--- config.mk ---
export PLATFORM = sky130hd
export DESIGN_NAME = ifla_front
export DESIGN_NICKNAME = d
export VERILOG_FILES = /design/src/design/index_free_list_allocator_core_defines.svh /design/src/design/ifla_pkg.sv /design/src/design/ifla_front.sv
export SDC_FILE = /design/constraint.sdc
export NUM_CORES = 1
export LEC_CHECK = 0
export ABC_CLOCK_PERIOD_IN_PS = 1280
export BUFFER_PORTS_ARGS = -buffer_cell sky130_fd_sc_hd__buf_4
export CORE_AREA = 2 2 39 41
export DETAILED_ROUTE_END_ITERATION = 8
export DIE_AREA = 0 0 41 43
export GPL_TIMING_DRIVEN = 0
export HOLD_SLACK_MARGIN = 0.06
export PLACE_DENSITY = 0.72
export SYNTH_ARGS = -nofsm -noshare
export SYNTH_HDL_FRONTEND = slang
export SYNTH_SLANG_ARGS = --single-unit
export TNS_END_PERCENT = 20
--- constraint.sdc ---
create_clock -name i_clk -period 1.28 [get_ports i_clk]
set_input_delay 0.064 -clock i_clk [delete_from_list [all_inputs] [get_ports i_clk]]
set_output_delay 0.064 -clock i_clk [all_outputs]
set_load 0.01 [all_outputs]
--- src/design/index_free_list_allocator_core_defines.svh ---
// ----------------------------------------------------------------------------
// Index free-list allocator: assertion macros
// Concurrent assertion helpers for the allocator back end.
// ----------------------------------------------------------------------------
`ifndef INDEX_FREE_LIST_ALLOCATOR_CORE_DEFINES_SVH
`define INDEX_FREE_LIST_ALLOCATOR_CORE_DEFINES_SVH

`ifndef ASSERT_OFF
`define IFLA_ASSERT_IMPLY(lbl, clk, rst_n, ante, cons) \
    lbl: assert property (@(posedge clk) disable iff (!rst_n) (ante) |-> (cons)) \
        else $error("allocator check failed");
`define IFLA_ASSERT_NEXT(lbl, clk, rst_n, ante, cons) \
    lbl: assert property (@(posedge clk) disable iff (!rst_n) (ante) |=> (cons)) \
        else $error("allocator sequence check failed");
`else
`define IFLA_ASSERT_IMPLY(lbl, clk, rst_n, ante, cons)
`define IFLA_ASSERT_NEXT(lbl, clk, rst_n, ante, cons)
`endif

`endif

--- src/design/ifla_pkg.sv ---
`timescale 1ns / 1ps
`default_nettype none
// ----------------------------------------------------------------------------
// Index free-list allocator package
// Widths, result codes, command codes and the types shared by the modules.
// ----------------------------------------------------------------------------
package ifla_pkg;

    localparam int POOL_SIZE_DEF = 1024;
    localparam int SLOT_W        = 10;
    localparam int COUNT_OUT_W   = 11;
    localparam int STATUS_W      = 2;
    localparam int S_TDATA_W     = 16;
    localparam int M_TDATA_W     = 24;

    typedef logic [STATUS_W-1:0] t_status;
    localparam t_status ST_OK    = 2'd0;
    localparam t_status ST_EMPTY = 2'd1;
    localparam t_status ST_RANGE = 2'd2;

    typedef logic [1:0] t_op;
    localparam t_op OP_ALLOC  = 2'd0;
    localparam t_op OP_FREE   = 2'd1;
    localparam t_op OP_REJECT = 2'd2;

    typedef struct packed {
        t_op               op;
        logic [SLOT_W-1:0] slot;
    } t_cmd;

    typedef struct packed {
        logic init_done;
    } t_back_status;

endpackage
`default_nettype wire

--- src/design/ifla_front.sv ---
`timescale 1ns / 1ps
`default_nettype none
// ----------------------------------------------------------------------------
// Allocator front end
// Accepts request transactions, classifies them and hands them to the queue.
// ----------------------------------------------------------------------------
module ifla_front #(
    parameter int POOL_SIZE = ifla_pkg::POOL_SIZE_DEF
) (
    input  wire                            i_clk,
    input  wire                            i_rst_n,
    input  wire                            i_s_tvalid,
    output logic                           o_s_tready,
    input  wire [ifla_pkg::S_TDATA_W-1:0]  i_s_tdata,   // [9:0] slot_to_free
    input  wire                            i_s_tuser,   // [0] action
    input  wire ifla_pkg::t_back_status    i_back_status,
    output logic                           o_push_valid,
    output ifla_pkg::t_cmd                 o_push_cmd,
    input  wire                            i_push_ready
);

    logic            r_valid;
    logic            n_valid;
    ifla_pkg::t_cmd  r_cmd;
    ifla_pkg::t_cmd  n_cmd;
    logic            accept;
    logic [ifla_pkg::SLOT_W-1:0] slot;

    assign slot       = i_s_tdata[ifla_pkg::SLOT_W-1:0];
    assign o_s_tready = i_back_status.init_done && (!r_valid || i_push_ready);
    assign accept     = i_s_tvalid && o_s_tready;

    always_comb begin
        n_valid = r_valid;
        n_cmd   = r_cmd;
        if (r_valid && i_push_ready) begin
            n_valid = 1'b0;
        end
        if (accept) begin
            n_valid  = 1'b1;
            n_cmd.slot = slot;
            if (!i_s_tuser) begin
                n_cmd.op = ifla_pkg::OP_ALLOC;
            end else if (32'(slot) >= 32'(POOL_SIZE)) begin
                n_cmd.op = ifla_pkg::OP_REJECT;
            end else begin
                n_cmd.op = ifla_pkg::OP_FREE;
            end
        end
    end

    always_ff @(posedge i_clk) begin
        if (!i_rst_n) begin
            r_valid <= 1'b0;
        end else begin
            r_valid <= n_valid;
        end
    end

    always_ff @(posedge i_clk) begin
        r_cmd <= n_cmd;
    end

    assign o_push_valid = r_valid;
    assign o_push_cmd   = r_cmd;

endmodule
`default_nettype wire

==> flow_summary.yaml <==
outcome:
  outcome: "finished, final reports clean"
timing:
  fin_skew_ns: 0.00563
  max_clock_freq_ghz: 0.940
  finalSetupViolations: 0
  fin_crit_ns: 1.06
  slew_violations: 0
  hold_viol_final: 0
  fin_tns_setup_ns: 0
  rsz0062_at_grt: "false"
  period_share_pct: 83.1
placement:
  dpl.hpwl_um: 637
  routabilityCongestion: 0.623
  placed_cell_area_um2: 646
  port-buffer-count: 28
run:
  maxCapViolCount: 0
power_and_ir_drop:
  switchingPower_uw: 158
  power_uw: 802
  p_int_uw: 644
  sequentialPowerShare_pct: 56.5
  switching_share_pct: 19.7
  vdd_drop_max_uv: 516
  p_leak_nw: 0.349
  clockPowerShare_pct: 28.0
  power_density_nw_per_um2: 1010
  pwr-share-comb_pct: 15.5
clock_tree:
  cts_buffers: 3
  root_buffer: "clkbuf_4"
  clk_pin_slew_ns: 0.07
  htreeDepth: 1
  clock_latency_ns: 0.26
  clock-sinks: 12
  post_cts_buffers: 0
  clockBufferDepth: 2
  cts_tree: "done"
layout:
  area_delta_synth_final_pct: 90.7
  final_cell_mix: "29 x buf_4, 12 x dlygate4sd3_1, 11 x edfxtp_1, 3 x clkbuf_4"
  finish.instance_area_um2: 792
  mostFrequentLayoutCell: "buf_4"
  drive_gt1_share_pct: 58.7
  num_antenna_cells: 0
  final_util_pct: 57.2
  nets: 86
die:
  die_area_um2: 1760
  core_region_area_um2: 1380
  pin_count: 36
  fp.dieW_um: 41
  start_util_pct: 30.0
  die_y_um: 43
  num_rows: 14
detailed_routing:
  vias: 309
  dr.pass1.iters: 1
  wl_per_cell_um: 10.7
  totalWireLength_um: 848
  drc: 0
  ant_nets: 0
  vias_per_cell: 3.91
  drtIter0Drc: 0
logic_synthesis:
  ys_seq_area_share_pct: 84.3
  avgSynthCellArea_um2: 21.9
  synth-seq-cells: 12
  syn_inst: 19
  ys_types: 9
  ys_warn_count: 0
  syn-num-nets: 41
  synth_area_um2: 415
global_routing:
  grt_pass1_wl_mm: 1.15
  antenna_found_initial: 0
  grt_pass1_vias: 287
  grt_max_degree: 12
  grtUsageTotal_pct: 10.6
  gr-total-overflow: 0
worst_setup_path:
  cp.arrival_ns: 1.00
  r2r_start: "o_push_valid$_SDFFE_PN0P_"
  reg2reg_slack_ns: 0.22
  startpoint: "o_push_valid$_SDFFE_PN0P_"
  crit_fanout: 11
  endpoint_kind: "flop"
  critPathCapture: "o_push_cmd[10]$_DFFE_PP_"
  crit_path_start_kind: "flop"
  cp.required_ns: 1.22
  crit_type: "reg -> reg"
  r2r-end: "o_push_cmd[10]$_DFFE_PP_"
  reg2reg_depth: 2
hold_path:
  holdPathStages: 3
  worstHoldPathType: "in -> reg"
-- cell families (layout without fill, tap and decap cells) --
kind of cell	after synthesis	count (layout)	synth area share, %
simple gates	4	4	10.2
buf+inv	1	45	1.81
compound gates	1	1	2.71
other cells	1	1	0.903
flops	12	12	84.3
-- per-stage QoR --
step / setup WS [ns] / instances / hold slack (ns)
floorplan: 0.257 / 19 / 0.163
finish: 0.216 / 79 / 0.0911
CTS: 0.203 / 79 / 0.0760
global route: 0.154 / 79 / 0.0831
detailed placement: 0.213 / 63 / 0.243
global placement: 0.220 / 63 / 0.244
-- flip-flops by register name, summed over array words and instances, names as in the netlist --
register and cells:
o_push_cmd 11, o_push_valid 1
-- cell type report --
type                       count  area [um^2]
multi-input combinational      6         57.6
sequential                    12          350
clock buffer                   3         22.5
fill                         127          592
timing repair buffer          40          330
clock inverter                 1         3.75
buffer                         1         7.51
tap                           16         20.0
-- how the worst min path moves through the flow --
| stage | startpoint | endpoint | slack (ns) |
|---|---|---|---|
| final | i_push_ready | o_push_valid$_SDFFE_PN0P_ | 0.09 |
| after global routing | i_push_ready | o_push_valid$_SDFFE_PN0P_ | 0.08 |
| after CTS | i_push_ready | o_push_valid$_SDFFE_PN0P_ | 0.08 |
| after global placement | i_s_tdata[9] | o_push_cmd[9]$_DFFE_PP_ | 0.24 |
| after detailed placement | i_s_tdata[7] | o_push_cmd[7]$_DFFE_PP_ | 0.24 |
| after floorplan | i_s_tdata[0] | o_push_cmd[0]$_DFFE_PP_ | 0.16 |
-- power groups by stage --
stage | combinational [mW] | sequential [mW] | clock, mW
finish | 0.124 | 0.453 | 0.225
global route | 0.134 | 0.455 | 0.255
CTS | 0.126 | 0.453 | 0.240
detailed placement | 0.0963 | 0.462 | 0
global placement | 0.0948 | 0.462 | 0
floorplan | 0.0226 | 0.471 | 0
-- critical path, cell delays in order (launching register included) --
cell,delay [ns]
dfxtp_1,0.34
nand2b_4,0.09
nor2b_4,0.31
-- Yosys cell counts --
master / number / area, um^2
nor2b_4: 1 / 13.8
a21boi_2: 1 / 11.3
conb_1: 1 / 3.75
dfxtp_1: 1 / 20.0
buf_4: 1 / 7.51
nand2b_4: 1 / 13.8
and2_4: 1 / 8.76
nand2_2: 1 / 6.26
edfxtp_1: 11 / 330
-- repair_timing --
action	in CTS	in global routing
hold endpoints to repair	12	0
gates resized for setup	0	0
hold buffers	12	0
-- routing by layer --
metal / share of wire, % / GRT usage [%]
met5: 0 / 0
met4: 0 / 8.00
met3: 16 / 3.66
met2: 48 / 16.6
met1: 36 / 10.7
Note: power is estimated with default switching activity, not from simulation.
