$ cat src/design/index_free_list_allocator_core_defines.svh
// ----------------------------------------------------------------------------
// Index free-list allocator: assertion macros
// Concurrent assertion helpers for the allocator back end.
// ----------------------------------------------------------------------------
`ifndef INDEX_FREE_LIST_ALLOCATOR_CORE_DEFINES_SVH
`define INDEX_FREE_LIST_ALLOCATOR_CORE_DEFINES_SVH

`ifndef ASSERT_OFF
`define IFLA_ASSERT_IMPLY(lbl, clk, rst_n, ante, cons) \
    lbl: assert property (@(posedge clk) disable iff (!rst_n) (ante) |-> (cons)) \
        else $error("allocator check failed");
`define IFLA_ASSERT_NEXT(lbl, clk, rst_n, ante, cons) \
    lbl: assert property (@(posedge clk) disable iff (!rst_n) (ante) |=> (cons)) \
        else $error("allocator sequence check failed");
`else
`define IFLA_ASSERT_IMPLY(lbl, clk, rst_n, ante, cons)
`define IFLA_ASSERT_NEXT(lbl, clk, rst_n, ante, cons)
`endif

`endif

$ cat src/design/ifla_pkg.sv
`timescale 1ns / 1ps
`default_nettype none
// ----------------------------------------------------------------------------
// Index free-list allocator package
// Widths, result codes, command codes and the types shared by the modules.
// ----------------------------------------------------------------------------
package ifla_pkg;

    localparam int POOL_SIZE_DEF = 1024;
    localparam int SLOT_W        = 10;
    localparam int COUNT_OUT_W   = 11;
    localparam int STATUS_W      = 2;
    localparam int S_TDATA_W     = 16;
    localparam int M_TDATA_W     = 24;

    typedef logic [STATUS_W-1:0] t_status;
    localparam t_status ST_OK    = 2'd0;
    localparam t_status ST_EMPTY = 2'd1;
    localparam t_status ST_RANGE = 2'd2;

    typedef logic [1:0] t_op;
    localparam t_op OP_ALLOC  = 2'd0;
    localparam t_op OP_FREE   = 2'd1;
    localparam t_op OP_REJECT = 2'd2;

    typedef struct packed {
        t_op               op;
        logic [SLOT_W-1:0] slot;
    } t_cmd;

    typedef struct packed {
        logic init_done;
    } t_back_status;

endpackage
`default_nettype wire

$ cat src/design/ifla_queue.sv
`timescale 1ns / 1ps
`default_nettype none
// ----------------------------------------------------------------------------
// Allocator command queue
// Two-entry queue that decouples the front end from the execution back end.
// ----------------------------------------------------------------------------
module ifla_queue (
    input  wire                  i_clk,
    input  wire                  i_rst_n,
    input  wire                  i_push_valid,
    input  wire ifla_pkg::t_cmd  i_push_cmd,
    output logic                 o_push_ready,
    output logic                 o_pop_valid,
    output ifla_pkg::t_cmd       o_pop_cmd,
    input  wire                  i_pop
);

    ifla_pkg::t_cmd r_entry [2];
    logic           r_wr_ptr;
    logic           r_rd_ptr;
    logic [1:0]     r_cnt;
    logic           n_wr_ptr;
    logic           n_rd_ptr;
    logic [1:0]     n_cnt;
    logic           push;
    logic           pop;

    assign o_push_ready = (r_cnt != 2'd2);
    assign o_pop_valid  = (r_cnt != 2'd0);
    assign o_pop_cmd    = r_entry[r_rd_ptr];
    assign push         = i_push_valid && o_push_ready;
    assign pop          = i_pop && o_pop_valid;

    always_comb begin
        n_wr_ptr = push ? ~r_wr_ptr : r_wr_ptr;
        n_rd_ptr = pop ? ~r_rd_ptr : r_rd_ptr;
        n_cnt    = r_cnt;
        if (push && !pop) begin
            n_cnt = r_cnt + 2'd1;
        end else if (pop && !push) begin
            n_cnt = r_cnt - 2'd1;
        end
    end

    always_ff @(posedge i_clk) begin
        if (!i_rst_n) begin
            r_wr_ptr <= 1'b0;
            r_rd_ptr <= 1'b0;
            r_cnt    <= 2'd0;
        end else begin
            r_wr_ptr <= n_wr_ptr;
            r_rd_ptr <= n_rd_ptr;
            r_cnt    <= n_cnt;
        end
    end

    always_ff @(posedge i_clk) begin
        if (push) begin
            r_entry[r_wr_ptr] <= i_push_cmd;
        end
    end

endmodule
`default_nettype wire

$ cat config.mk
export PLATFORM = sky130hd
export DESIGN_NAME = ifla_queue
export DESIGN_NICKNAME = d
export VERILOG_FILES = /design/src/design/index_free_list_allocator_core_defines.svh /design/src/design/ifla_pkg.sv /design/src/design/ifla_queue.sv
export SDC_FILE = /design/constraint.sdc
export NUM_CORES = 1
export LEC_CHECK = 0
export BUFFER_PORTS_ARGS = -buffer_cell sky130_fd_sc_hd__buf_2
export CAP_MARGIN = 30
export CORE_ASPECT_RATIO = 1.75
export CORE_MARGIN = 3
export CORE_UTILIZATION = 40
export DETAILED_ROUTE_END_ITERATION = 10
export PLACE_DENSITY = 0.65
export SLEW_MARGIN = 20
export SYNTH_ARGS = -nofsm -noshare
export SYNTH_HDL_FRONTEND = slang
export SYNTH_SLANG_ARGS = --single-unit
$ cat constraint.sdc
create_clock -name i_clk -period 1.8 [get_ports i_clk]
set_input_delay 0.36 -clock i_clk [delete_from_list [all_inputs] [get_ports i_clk]]
set_output_delay 0.36 -clock i_clk [all_outputs]
set_load 0.05 [all_outputs]
==> summary.txt <==
Worst setup path
  – Critical Path End Type: output port
  – Worst Path Required: about 1.4 ns
  – CP arrival: between 1 and 1.5 ns
  – Critical path type: flop to output port
  – Cell Chain, Critical Path: buf_4, mux2_2, buf_2
  – Slowest CP cell: mux2_2
  – CP max FO: 12
  – CP max stage delay: 0.35 ns
  – Critical Path Start Type: flop

STA
  – Final setup TNS: 0 ns
  – RSZ-0062 raised after global routing: no
  – Period minus WS final: around 1.7 ns
  – Fmax: 0.5824 GHz
  – Worst slew pin tran: 0.4728 ns
  – Worst hold margin: 0.2677 ns
  – Headroom to the max-slew limit: 68.44%
  – Max-slew violations: 0
  – Final setup violation count: 0
  – Clock Skew: 0.004833 ns
  – Hold Vio Cnt, Final: 0
  – Final worst path period share: 95.39%

Hold path
  – Hold Path Class: input pin to flop

Clock tree
  – CTS buffer count: 5
  – Clock Latency Late Sink: approximately 0.28 ns
  – Root Driver: clkbuf_8
  – Sink Count: 29
  – Clock-pin slew of the registers on the worst-case setup and hold paths: 0.06 ns
  – CTS tree: done
  – Longest Clk Path Bufs: 2
  – CTS Hold Bufs: 0
  – Number of H-tree levels: 2
  – CTS resizes: 0
  – Post-CTS Setup Bufs: 0

Logic synthesis
  – Synth top area cells: edfxtp_1 65%, mux2_2 12%, dfxtp_1 9.1%
  – Mapped Avg Cell Area: 18.09 um^2
  – Post-Syn Area: 1104 um^2
  – Yosys reg bits: 29
  – Net Count, Synth: 78
  – Count of cell types in the netlist: 19
  – Post-Synthesis Cells: 61
  – Yosys top cell by area: edfxtp_1
  – Yosys warnings: 0
  – Top-area cell type share of the netlist area: 65.31%
  – Register area share after synthesis: 74.38%

Place
  – PortBufs: 29
  – Gpl congestion: 0.6088
  – Placed Cells: 117

Finish
  – Commonest non-fill, non-tap cell in the layout: buf_2
  – Post-Route Utilization: 55.15%
  – Fill cells: 204
  – Nets@finish: 115
  – Layout cells sized above 1: 53.54%
  – Commonest cells after routing, fill and taps aside: 29 x buf_2, 24 x edfxtp_1, 12 x mux2_2
  – Area of the multi-input gates: around 270 um^2
  – Seq. cell area: 820.8 um^2
  – ANT cells: 0
  – Final cell count without fillers: between 100 and 150
  – Synth-to-layout area growth: 27.55%

Floorplanning
  – Core area: 2552 um^2
  – Rows: 24
  – Die ar.: roughly 3500 um^2
  – Die extent in y: 75.49 um
  – Initial core utilization: between 40% and 50%
  – I/O pins: 30
  – Die W: 45.71 um

Power and ir drop
  – Maximum vdd drop: 1.328 mV
  – Static Leak: 0.5556 nW
  – PD cells: roughly 1700 nW/um^2
  – Total Power: 2.447 mW

Detailed routing
  – Vias: 621
  – DR WL/cell: 13.66 um
  – Antenna viol nets, final: 0
  – DR pass1 iterations: 4
  – DRT Wirelength: about 1700 um
  – Iter 0 DRT Violations: 8
  – DRC Markers: 0
  – Via density: 4.968

Global route
  – Remaining global-route overflow: 0
  – Largest net degree at the start of global routing: 13
  – Initial antenna violation count: 0
  – GR met3 Demand/Resource: 6.856%
  – First-pass GRT wire length: around 2600 um
  – Vias in the first global route: about 620
  – Met2 GRT Util: 19.91%
  – Most Crowded Layer GR: met2
  – Met1 usage: a little under 9%
  – GRT Total Usage: 11.41%

Run status
  – Status: finished, final reports clean

Job
  – Max_cap viols: 0
[where the power goes]
group	switching, mW	internal (mW)	total, mW
registers	0.0478	0.849	0.896
clock network	0.228	0.450	0.678
logic	0.587	0.286	0.873
[layout make-up]
class	count	area share (%)
sequential	29	58.31
clock buffer	7	6.133
inverter	1	0.2667
tap	26	2.311
clock inverter	1	2.133
timing repair buffer	31	11.38
multi-input combinational	30	19.47
[Yosys cell counts]
cell type	number
edfxtp_1	24
nand2b_4	1
buf_2	1
mux2_2	12
o21ai_1	1
dfxtp_1	5
or2_2	1
and3_1	1
o21ai_0	1
a21boi_0	1
and2_1	4
nand3b_1	1
a21boi_1	1
xor2_1	1
or3_1	1
a21bo_2	1
inv_1	1
xnor2_1	2
ha_1	1
[path summary, 6_finish.rpt]
check,startpoint,endpoint,slack (ns),depth (start not counted)
worst max register to register,r_cnt[0]$_SDFFE_PN0P_,r_cnt[1]$_SDFFE_PN0P_,0.23,5
worst min register to register,r_wr_ptr$_SDFFE_PN0P_,r_wr_ptr$_SDFFE_PN0P_,0.56,2
worst max-delay path,flop,o_pop_cmd[10],0.08,3
worst min-delay path,i_push_cmd[4],r_entry[0][4]$_DFFE_PP_,0.27,1
[cells by family after synthesis]
| logic type | Yosys count | synth area share, % |
|---|---|---|
| AO/OA/AOI/OAI | 5 | 3.174 |
| XOR/XNOR | 3 | 2.381 |
| adder cells (fa/ha/maj) | 1 | 1.134 |
| buffers and inverters | 2 | 0.7929 |
| flip-flops | 29 | 74.38 |
| multiplexers | 12 | 12.24 |
| AND/OR/NAND/NOR | 9 | 5.896 |
[sequential cells by signal (all words and copies together) (netlist names), named ones only]
name	count
r_cnt	2
r_entry	24
r_rd_ptr	1
r_wr_ptr	1
[worst max-delay path, delay by kind of cell, from the launching register on]
kind	cells	cell delay, ns
mux	1	0.35
flops	1	0.31
buf+inv	2	0.41
[metal layers]
layer | up-vias | part of all wire, %
met2 | 24 | 54
met1 | 290 | 34
met4 | 0 | 2.6
li1 | 302 | -
met3 | 5 | 9.7
met5 | - | 0
[per-stage QoR]
step | instance area [um^2] | worst slack [ns]
after floorplan | 1104 | 0.2002
after CTS | 1408 | 0.06251
after global placement | 1291 | 0.2966
final | 1408 | 0.08306
after detailed placement | 1291 | 0.2370
after global routing | 1408 | 0.03215
Power figures use the tool's default switching activity.
